[src/hdl/ral_pkg.sv]
// ----------------------------------------------------------------------------
// ral_pkg
// Shared types and constants of the record array list: capacity, index and
// count widths, request codes, the record layout and the command and status
// groups that pass between the controller and the datapath.
// ----------------------------------------------------------------------------
package ral_pkg;

   localparam int CAPACITY = 16;
   localparam int IDX_W    = (CAPACITY > 1) ? $clog2(CAPACITY) : 1;
   localparam int CNT_W    = $clog2(CAPACITY + 1);
   localparam int POS_W    = 5;
   localparam int OP_W     = 3;
   localparam int KEY_W    = 31;
   localparam int CMP_W    = ((POS_W > CNT_W) ? POS_W : CNT_W) + 1;

   typedef enum logic [OP_W-1:0] {
      OP_INS_FRONT = 3'd0,
      OP_INS_REAR  = 3'd1,
      OP_INS_AT    = 3'd2,
      OP_DEL_FRONT = 3'd3,
      OP_DEL_REAR  = 3'd4,
      OP_DEL_AT    = 3'd5,
      OP_DEL_KEY   = 3'd6,
      OP_FIND      = 3'd7
   } op_type;

   typedef struct packed {
      logic [KEY_W-1:0] key_id;
      logic [6:0]       age;
      logic             gender;
      logic [3:0]       birth_month;
      logic [4:0]       birth_day;
      logic [11:0]      birth_year;
   } rec_type;

   localparam int REC_W = $bits(rec_type);

   // Commands from the controller to the datapath for one cycle.
   typedef struct packed {
      logic             load;     // capture the incoming record
      logic             rd_en;    // read one stored entry
      logic [IDX_W-1:0] rd_addr;
      logic             mv_en;    // write the entry read now back at mv_addr next cycle
      logic [IDX_W-1:0] mv_addr;
      logic             wr_en;    // write the captured record
      logic [IDX_W-1:0] wr_addr;
   } cmd_type;

   typedef struct packed {
      logic key_match;            // entry read last cycle carries the captured key
   } status_type;

endpackage

[src/hdl/record_array_list.sv]
// ----------------------------------------------------------------------------
// record_array_list
// Fixed-capacity ordered list of records with insert, delete and key search.
// ----------------------------------------------------------------------------
// One request is taken at a time and gives one result. Records live in a RAM
// with one registered read port, so every shift or key scan moves through the
// stored entries one per cycle. An insert below the fill level first moves the
// later entries up one slot, and a delete below the last entry, by index or by
// key, moves the later entries down one slot; an append or a delete of the last
// entry moves nothing. A finished result waits in its register while the next
// request is taken; a second result waits in the controller until the first
// transfer out, and the input stays stalled until then. The store needs no
// clearing after reset: only entries below the fill level are ever read.
// ----------------------------------------------------------------------------
module record_array_list
   import ral_pkg::*;
(
   input  logic             clock,
   input  logic             reset,
   input  logic             req_valid,
   output logic             req_stall,
   input  logic [OP_W-1:0]  req_op,
   input  logic [POS_W-1:0] req_position,
   input  logic [KEY_W-1:0] req_key_id,
   input  logic [6:0]       req_age,
   input  logic             req_gender,
   input  logic [3:0]       req_birth_month,
   input  logic [4:0]       req_birth_day,
   input  logic [11:0]      req_birth_year,
   output logic             rsp_valid,
   input  logic             rsp_stall,
   output logic             rsp_ok,
   output logic             rsp_found,
   output logic [IDX_W-1:0] rsp_found_position,
   output logic [CNT_W-1:0] rsp_entry_count
);

   rec_type    rec;
   cmd_type    cmd;
   status_type status;

   assign rec.key_id      = req_key_id;
   assign rec.age         = req_age;
   assign rec.gender      = req_gender;
   assign rec.birth_month = req_birth_month;
   assign rec.birth_day   = req_birth_day;
   assign rec.birth_year  = req_birth_year;

   ral_ctrl u_ctrl (
      .clock              (clock),
      .reset              (reset),
      .req_valid          (req_valid),
      .req_stall          (req_stall),
      .req_op             (req_op),
      .req_position       (req_position),
      .cmd                (cmd),
      .status             (status),
      .rsp_valid          (rsp_valid),
      .rsp_stall          (rsp_stall),
      .rsp_ok             (rsp_ok),
      .rsp_found          (rsp_found),
      .rsp_found_position (rsp_found_position),
      .rsp_entry_count    (rsp_entry_count)
   );

   ral_datapath u_datapath (
      .clock  (clock),
      .rec    (rec),
      .cmd    (cmd),
      .status (status)
   );

endmodule

[src/hdl/ral_ram.sv]
// ----------------------------------------------------------------------------
// ral_ram
// Generic simple dual-port RAM: one write port and one read port with a
// registered read.
// ----------------------------------------------------------------------------
module ral_ram #(
   parameter int WIDTH = 8,
   parameter int DEPTH = 16
) (
   input  logic                                   clock,
   input  logic                                   wr_en,
   input  logic [((DEPTH > 1) ? $clog2(DEPTH) : 1)-1:0] wr_addr,
   input  logic [WIDTH-1:0]                       wr_data,
   input  logic                                   rd_en,
   input  logic [((DEPTH > 1) ? $clog2(DEPTH) : 1)-1:0] rd_addr,
   output logic [WIDTH-1:0]                       rd_data
);

   logic [WIDTH-1:0] mem [DEPTH];
   logic [WIDTH-1:0] rd_data_ff;

   always_ff @(posedge clock) begin
      if (wr_en) begin
         mem[wr_addr] <= wr_data;
      end
      if (rd_en) begin
         rd_data_ff <= mem[rd_addr];
      end
   end

   assign rd_data = rd_data_ff;

endmodule

[src/hdl/ral_datapath.sv]
// ----------------------------------------------------------------------------
// ral_datapath
// Record storage and data movement: holds the incoming record, moves entries
// one slot per cycle through the RAM and compares stored keys.
// ----------------------------------------------------------------------------
module ral_datapath
   import ral_pkg::*;
(
   input  logic       clock,
   input  rec_type    rec,
   input  cmd_type    cmd,
   output status_type status
);

   rec_type          rec_ff;
   logic             mv_ff;
   logic [IDX_W-1:0] mv_addr_ff;
   rec_type          rd_data;
   logic [REC_W-1:0] rd_bits;
   logic             wr_en;
   logic [IDX_W-1:0] wr_addr;
   logic [REC_W-1:0] wr_data;

   always_ff @(posedge clock) begin
      if (cmd.load) begin
         rec_ff <= rec;
      end
      mv_ff      <= cmd.mv_en;
      mv_addr_ff <= cmd.mv_addr;
   end

   // A pending move has the write port; the controller never asks for a
   // record write in the same cycle.
   assign wr_en   = mv_ff | cmd.wr_en;
   assign wr_addr = mv_ff ? mv_addr_ff : cmd.wr_addr;
   assign wr_data = mv_ff ? rd_bits : rec_ff;

   ral_ram #(
      .WIDTH (REC_W),
      .DEPTH (CAPACITY)
   ) u_store (
      .clock   (clock),
      .wr_en   (wr_en),
      .wr_addr (wr_addr),
      .wr_data (wr_data),
      .rd_en   (cmd.rd_en),
      .rd_addr (cmd.rd_addr),
      .rd_data (rd_bits)
   );

   assign rd_data          = rec_type'(rd_bits);
   assign status.key_match = (rd_data.key_id == rec_ff.key_id);

endmodule

[src/hdl/ral_ctrl.sv]
// ----------------------------------------------------------------------------
// ral_ctrl
// Request sequencer: checks each request against the fill level, steps the
// shift and key scan one entry per cycle and holds the result register.
// ----------------------------------------------------------------------------
module ral_ctrl
   import ral_pkg::*;
(
   input  logic             clock,
   input  logic             reset,
   input  logic             req_valid,
   output logic             req_stall,
   input  logic [OP_W-1:0]  req_op,
   input  logic [POS_W-1:0] req_position,
   output cmd_type          cmd,
   input  status_type       status,
   output logic             rsp_valid,
   input  logic             rsp_stall,
   output logic             rsp_ok,
   output logic             rsp_found,
   output logic [IDX_W-1:0] rsp_found_position,
   output logic [CNT_W-1:0] rsp_entry_count
);

   typedef enum logic [2:0] {
      S_IDLE,
      S_SEARCH,
      S_SHIFT_UP,
      S_DRAIN_UP,
      S_PUT,
      S_SHIFT_DN,
      S_DRAIN_DN,
      S_DONE
   } state_type;

   state_type        state_ff, state_in;
   logic [CNT_W-1:0] fill_ff, fill_in;
   logic [CNT_W-1:0] ptr_ff, ptr_in;
   logic [IDX_W-1:0] at_ff, at_in;
   op_type           op_ff, op_in;
   logic             chk_ff, chk_in;
   logic [IDX_W-1:0] chk_addr_ff, chk_addr_in;
   logic             ok_ff, ok_in;
   logic             found_ff, found_in;
   logic [IDX_W-1:0] where_ff, where_in;
   logic             rsp_valid_ff, rsp_valid_in;
   logic             rsp_ok_ff, rsp_ok_in;
   logic             rsp_found_ff, rsp_found_in;
   logic [IDX_W-1:0] rsp_where_ff, rsp_where_in;
   logic [CNT_W-1:0] rsp_count_ff, rsp_count_in;

   logic [CMP_W-1:0] fill_x;
   logic [CMP_W-1:0] pos_x;
   logic [CMP_W-1:0] at_sel;
   logic [CMP_W-1:0] chk_x;
   logic             ins_ok;
   logic             del_ok;

   assign fill_x = CMP_W'(fill_ff);
   assign pos_x  = CMP_W'(req_position);
   assign chk_x  = CMP_W'(chk_addr_ff);

   always_comb begin
      state_in     = state_ff;
      fill_in      = fill_ff;
      ptr_in       = ptr_ff;
      at_in        = at_ff;
      op_in        = op_ff;
      chk_in       = 1'b0;
      chk_addr_in  = chk_addr_ff;
      ok_in        = ok_ff;
      found_in     = found_ff;
      where_in     = where_ff;
      rsp_valid_in = rsp_valid_ff & rsp_stall;
      rsp_ok_in    = rsp_ok_ff;
      rsp_found_in = rsp_found_ff;
      rsp_where_in = rsp_where_ff;
      rsp_count_in = rsp_count_ff;
      at_sel       = '0;
      ins_ok       = 1'b0;
      del_ok       = 1'b0;
      cmd          = '0;

      unique case (state_ff)
         S_IDLE: begin
            if (req_valid) begin
               cmd.load = 1'b1;
               op_in    = op_type'(req_op);
               ok_in    = 1'b0;
               found_in = 1'b0;
               where_in = '0;
               ptr_in   = '0;
               unique case (op_type'(req_op))
                  OP_INS_FRONT, OP_INS_REAR, OP_INS_AT: begin
                     case (op_type'(req_op))
                        OP_INS_FRONT: at_sel = '0;
                        OP_INS_REAR:  at_sel = fill_x;
                        default:      at_sel = pos_x;
                     endcase
                     ins_ok = (fill_ff != CNT_W'(CAPACITY)) && (at_sel <= fill_x);
                     at_in  = at_sel[IDX_W-1:0];
                     if (ins_ok) begin
                        ok_in   = 1'b1;
                        fill_in = fill_ff + 1'b1;
                        if (fill_x > at_sel) begin
                           ptr_in   = fill_ff - 1'b1;
                           state_in = S_SHIFT_UP;
                        end else begin
                           state_in = S_PUT;
                        end
                     end else begin
                        state_in = S_DONE;
                     end
                  end
                  OP_DEL_FRONT, OP_DEL_REAR, OP_DEL_AT: begin
                     case (op_type'(req_op))
                        OP_DEL_FRONT: at_sel = '0;
                        OP_DEL_REAR:  at_sel = fill_x - 1'b1;
                        default:      at_sel = pos_x;
                     endcase
                     del_ok = (fill_ff != '0) && (at_sel < fill_x);
                     at_in  = at_sel[IDX_W-1:0];
                     if (del_ok) begin
                        ok_in   = 1'b1;
                        fill_in = fill_ff - 1'b1;
                        ptr_in  = CNT_W'(at_sel + 1'b1);
                        if ((at_sel + 1'b1) < fill_x) begin
                           state_in = S_SHIFT_DN;
                        end else begin
                           state_in = S_DONE;
                        end
                     end else begin
                        state_in = S_DONE;
                     end
                  end
                  OP_DEL_KEY, OP_FIND: begin
                     state_in = S_SEARCH;
                  end
               endcase
            end
         end

         // One read issued per cycle; the key of the entry read in the previous
         // cycle is checked, so the first match stops the scan.
         S_SEARCH: begin
            if (chk_ff && status.key_match) begin
               found_in = 1'b1;
               where_in = chk_addr_ff;
               if (op_ff == OP_DEL_KEY) begin
                  ok_in   = 1'b1;
                  at_in   = chk_addr_ff;
                  fill_in = fill_ff - 1'b1;
                  ptr_in  = CNT_W'(chk_x + 1'b1);
                  if ((chk_x + 1'b1) < fill_x) begin
                     state_in = S_SHIFT_DN;
                  end else begin
                     state_in = S_DONE;
                  end
               end else begin
                  ok_in    = 1'b1;
                  state_in = S_DONE;
               end
            end else if (ptr_ff < fill_ff) begin
               cmd.rd_en   = 1'b1;
               cmd.rd_addr = ptr_ff[IDX_W-1:0];
               chk_in      = 1'b1;
               chk_addr_in = ptr_ff[IDX_W-1:0];
               ptr_in      = ptr_ff + 1'b1;
            end else begin
               ok_in    = (op_ff == OP_FIND);
               state_in = S_DONE;
            end
         end

         S_SHIFT_UP: begin
            cmd.rd_en   = 1'b1;
            cmd.rd_addr = ptr_ff[IDX_W-1:0];
            cmd.mv_en   = 1'b1;
            cmd.mv_addr = ptr_ff[IDX_W-1:0] + 1'b1;
            if (ptr_ff[IDX_W-1:0] == at_ff) begin
               state_in = S_DRAIN_UP;
            end else begin
               ptr_in = ptr_ff - 1'b1;
            end
         end

         S_DRAIN_UP: begin
            state_in = S_PUT;
         end

         S_PUT: begin
            cmd.wr_en   = 1'b1;
            cmd.wr_addr = at_ff;
            state_in    = S_DONE;
         end

         // The fill level is already reduced, so the last entry to move sits
         // at the new fill level.
         S_SHIFT_DN: begin
            cmd.rd_en   = 1'b1;
            cmd.rd_addr = ptr_ff[IDX_W-1:0];
            cmd.mv_en   = 1'b1;
            cmd.mv_addr = ptr_ff[IDX_W-1:0] - 1'b1;
            if (ptr_ff == fill_ff) begin
               state_in = S_DRAIN_DN;
            end else begin
               ptr_in = ptr_ff + 1'b1;
            end
         end

         S_DRAIN_DN: begin
            state_in = S_DONE;
         end

         S_DONE: begin
            if (!rsp_valid_ff || !rsp_stall) begin
               rsp_valid_in = 1'b1;
               rsp_ok_in    = ok_ff;
               rsp_found_in = found_ff;
               rsp_where_in = where_ff;
               rsp_count_in = fill_ff;
               state_in     = S_IDLE;
            end
         end
      endcase
   end

   always_ff @(posedge clock) begin
      if (reset) begin
         state_ff     <= S_IDLE;
         fill_ff      <= '0;
         chk_ff       <= 1'b0;
         rsp_valid_ff <= 1'b0;
      end else begin
         state_ff     <= state_in;
         fill_ff      <= fill_in;
         chk_ff       <= chk_in;
         rsp_valid_ff <= rsp_valid_in;
      end
      ptr_ff       <= ptr_in;
      at_ff        <= at_in;
      op_ff        <= op_in;
      chk_addr_ff  <= chk_addr_in;
      ok_ff        <= ok_in;
      found_ff     <= found_in;
      where_ff     <= where_in;
      rsp_ok_ff    <= rsp_ok_in;
      rsp_found_ff <= rsp_found_in;
      rsp_where_ff <= rsp_where_in;
      rsp_count_ff <= rsp_count_in;
   end

   assign req_stall          = (state_ff != S_IDLE);
   assign rsp_valid          = rsp_valid_ff;
   assign rsp_ok             = rsp_ok_ff;
   assign rsp_found          = rsp_found_ff;
   assign rsp_found_position = rsp_where_ff;
   assign rsp_entry_count    = rsp_count_ff;

endmodule
[config.mk]
export PLATFORM = sky130hd
export DESIGN_NAME = record_array_list
export DESIGN_NICKNAME = d
export VERILOG_FILES = /design/src/hdl/ral_pkg.sv /design/src/hdl/record_array_list.sv /design/src/hdl/ral_ram.sv /design/src/hdl/ral_datapath.sv /design/src/hdl/ral_ctrl.sv
export SDC_FILE = /design/constraint.sdc
export NUM_CORES = 1
export LEC_CHECK = 0
export ABC_AREA = 0
export ABC_CLOCK_PERIOD_IN_PS = 8700
export BUFFER_PORTS_ARGS = -buffer_cell sky130_fd_sc_hd__clkbuf_2
export CORE_MARGIN = 2
export CORE_UTILIZATION = 55
export CTS_CLUSTER_DIAMETER = 40
export CTS_CLUSTER_SIZE = 30
export DETAILED_ROUTE_END_ITERATION = 7
export PLACE_DENSITY_LB_ADDON = 0.05
export SLEW_MARGIN = 20
export SYNTH_ARGS = -nofsm -noshare
export SYNTH_HDL_FRONTEND = slang
export SYNTH_HIERARCHICAL = 1
export SYNTH_SLANG_ARGS = --single-unit
[constraint.sdc]
create_clock -name clock -period 8.7 [get_ports clock]
set_input_delay 1.74 -clock clock [delete_from_list [all_inputs] [get_ports clock]]
set_output_delay 1.74 -clock clock [all_outputs]
set_load 0.1 [all_outputs]
==> results.json <==
{
  "run_status": "completed",
  "r2r-start": "u_datapath/rec_ff[58]$_DFFE_PP_",
  "tightest_slew_ns": 1.12,
  "hold_start": "u_ctrl/where_ff[1]$_SDFFCE_PN0P_",
  "die_y_um": 216,
  "syn_inst": 1310,
  "die-area_mm2": 0.0468,
  "firstDrtPassIters": 5,
  "worstPathRequired_ns": 9.04,
  "powerDensity_mw_per_mm2": 351,
  "rsz0062_at_grt": "no",
  "path_max_fanout": 31,
  "met2_usage_pct": 39.6,
  "core.rowCount": 77,
  "finalWorstSetupSlack_ns": 2.90,
  "gr-usage-met1_pct": 33.0,
  "grt_usage_pct": 24.0,
  "mostFrequentLayoutCell": "edfxtp_1",
  "die_w_um": 216,
  "final.setup.tns_ns": 0,
  "clock-sinks": 606,
  "min_to": "u_ctrl/rsp_found_position[1]$_DFFE_PP_",
  "final_util_pct": 63.8,
  "grt_pass1_wl_mm": 81.2,
  "gr-usage-met3_pct": 4.69,
  "drt-initial-drc-count": 1054,
  "clk_latency_ns": 0.62,
  "routed_wl_mm": 54.5,
  "hold_viol": 0,
  "reg2reg_to": "u_datapath/u_store/rd_data[33]$_DFFE_PP_",
  "cts-resized-gates": 0,
  "fin_nets": 1495,
  "drive_gt1_share_pct": 28.0,
  "cts_inserted_buffers": 77,
  "htree_levels": 3,
  "worst-setup-path-type": "reg2reg",
  "gp_congestion": 0.830,
  "syn_area_mm2": 0.0248,
  "port_buffers": 55,
  "drcViolationCount": 0,
  "crit_arrival_ns": 6.14,
  "ant_nets": 0,
  "vias": 12600,
  "final_cell_mix": "edfxtp_1, mux4_2, clkbuf_16, a22oi_1, clkbuf_2",
  "worstSetupStartpoint": "u_datapath/rec_ff[58]$_DFFE_PP_",
  "busiest_layer": "met2",
  "cts_tree": "yes",
  "pin_count": 85,
  "place_ws_ns": 2.98,
  "dpl.hpwl_mm": 29.4,
  "ir_drop_v": 0.000300,
  "p_leak_nw": 9.15,
  "drv_slew": 0,
  "ys_warn_count": 6,
  "start_kind": "flop",
  "start_util_pct": 55.9,
  "crit_path_end_kind": "flop",
  "reg2regPathDepth": 14,
  "grt_pass1_vias": 12800,
  "insertedDiodeCount": 0,
  "area_growth_pct": 14.2,
  "syn_nets": 1414,
  "skew_ns": 0.0273,
  "cts_buffer_depth": 3,
  "antenna_found_initial": 0,
  "syn_avg_cell_area_um2": 18.9,
  "hold_path_class": "reg2reg",
  "post_cts_buffers": 0,
  "r2r_slack_ns": 2.90,
  "min_path_cells": 0,
  "maxSlewHeadroom_pct": 24.5,
  "fin_crit_sh_pct": 66.6,
  "period_needed_ns": 5.80,
  "grt-ovfl-total": 0,
  "max_freq_ghz": 0.172,
  "grt_max_degree": 125,
  "clkSlewWorstSetupHoldPaths_ns": 0.06,
  "design.core.area_mm2": 0.0444,
  "cts_hold_buf": 0,
  "wl_per_cell_um": 26.7,
  "via_per_inst": 6.16,
  "timing.max_cap.violations": 0,
  "cts-root-buf": "clkbuf_16",
  "setup_viol": 0
}
## worst max-delay path, stage by stage (launching register included)
cell and delay [ns]:
edfxtp_1 0.43, xor2_1 0.24, nor4_1 0.88, nand4_1 0.35, nor4_2 0.54, nand2_1 0.36
nand2_1 0.18, nor2_1 0.08, nand2_1 0.30, nand2_2 0.37, buf_4 0.45, and2_1 0.31
and2_2 0.58, a22oi_1 0.36, nand2_1 0.08
## power breakdown
| group | internal (mW) | switching [mW] | leakage (nW) |
|---|---|---|---|
| Sequential | 3.95 | 0.200 | 5.49 |
| Clock | 1.76 | 1.29 | 1.20 |
| Combinational | 1.09 | 1.67 | 2.46 |
## flip-flops by register name, summed over array words and instances (netlist names), 3 cells and up
register and count:
u_ctrl/op_ff 3, u_ctrl/state_ff 3, u_ctrl/fill_ff 5, u_datapath/mv_addr_ff 4
u_datapath/u_store/rd_data 31, u_datapath/rec_ff 31, u_ctrl/chk_addr_ff 4, u_ctrl/at_ff 4
u_ctrl/rsp_entry_count 5, u_ctrl/ptr_ff 5, u_ctrl/rsp_found_position 4, u_datapath/u_store/mem 496
u_ctrl/where_ff 4
## per-stage QoR
| stage | power, mW | hold slack [ns] | instances | area [µm²] |
|---|---|---|---|---|
| floorplan | 6.17 | 0.400 | 1310 | 24800 |
| global placement | 6.91 | 0.401 | 1903 | 25800 |
| detailed placement | 6.97 | 0.405 | 1903 | 25800 |
| CTS | 10.0 | 0.413 | 2044 | 28300 |
| global route | 10.4 | 0.430 | 2045 | 28300 |
| finish | 9.95 | 0.411 | 2045 | 28300 |
## metal layers
metal	up-vias	routed length, µm
met5	-	0
met4	0	1430
met3	105	3540
met2	432	26900
met1	6508	22700
li1	5543	-
## how the worst max path moves through the flow
stage	endpoint	slack, ns	cells after the start
2_1_floorplan	u_datapath/u_store/mem[0][29]$_DFFE_PP_	4.22	7
4_1_cts	u_datapath/u_store/rd_data[33]$_DFFE_PP_	2.95	14
6_report	u_datapath/u_store/rd_data[33]$_DFFE_PP_	2.90	14
3_3_place_gp	u_datapath/u_store/rd_data[49]$_DFFE_PP_	2.98	14
5_1_grt	u_datapath/u_store/rd_data[49]$_DFFE_PP_	2.68	14
3_5_place_dp	u_datapath/u_store/rd_data[33]$_DFFE_PP_	2.98	14
## cell type report
type                    instances  area, µm²
flip-flops and latches        606      18000
fillers                      3095      16100
multi-input cells             604       6450
clock buffers                  83       1970
well taps                     592        741
clock inverters                58        539
repair buffers                 83        518
inverters                      19       71.3
(Power assumes the default switching activity.)
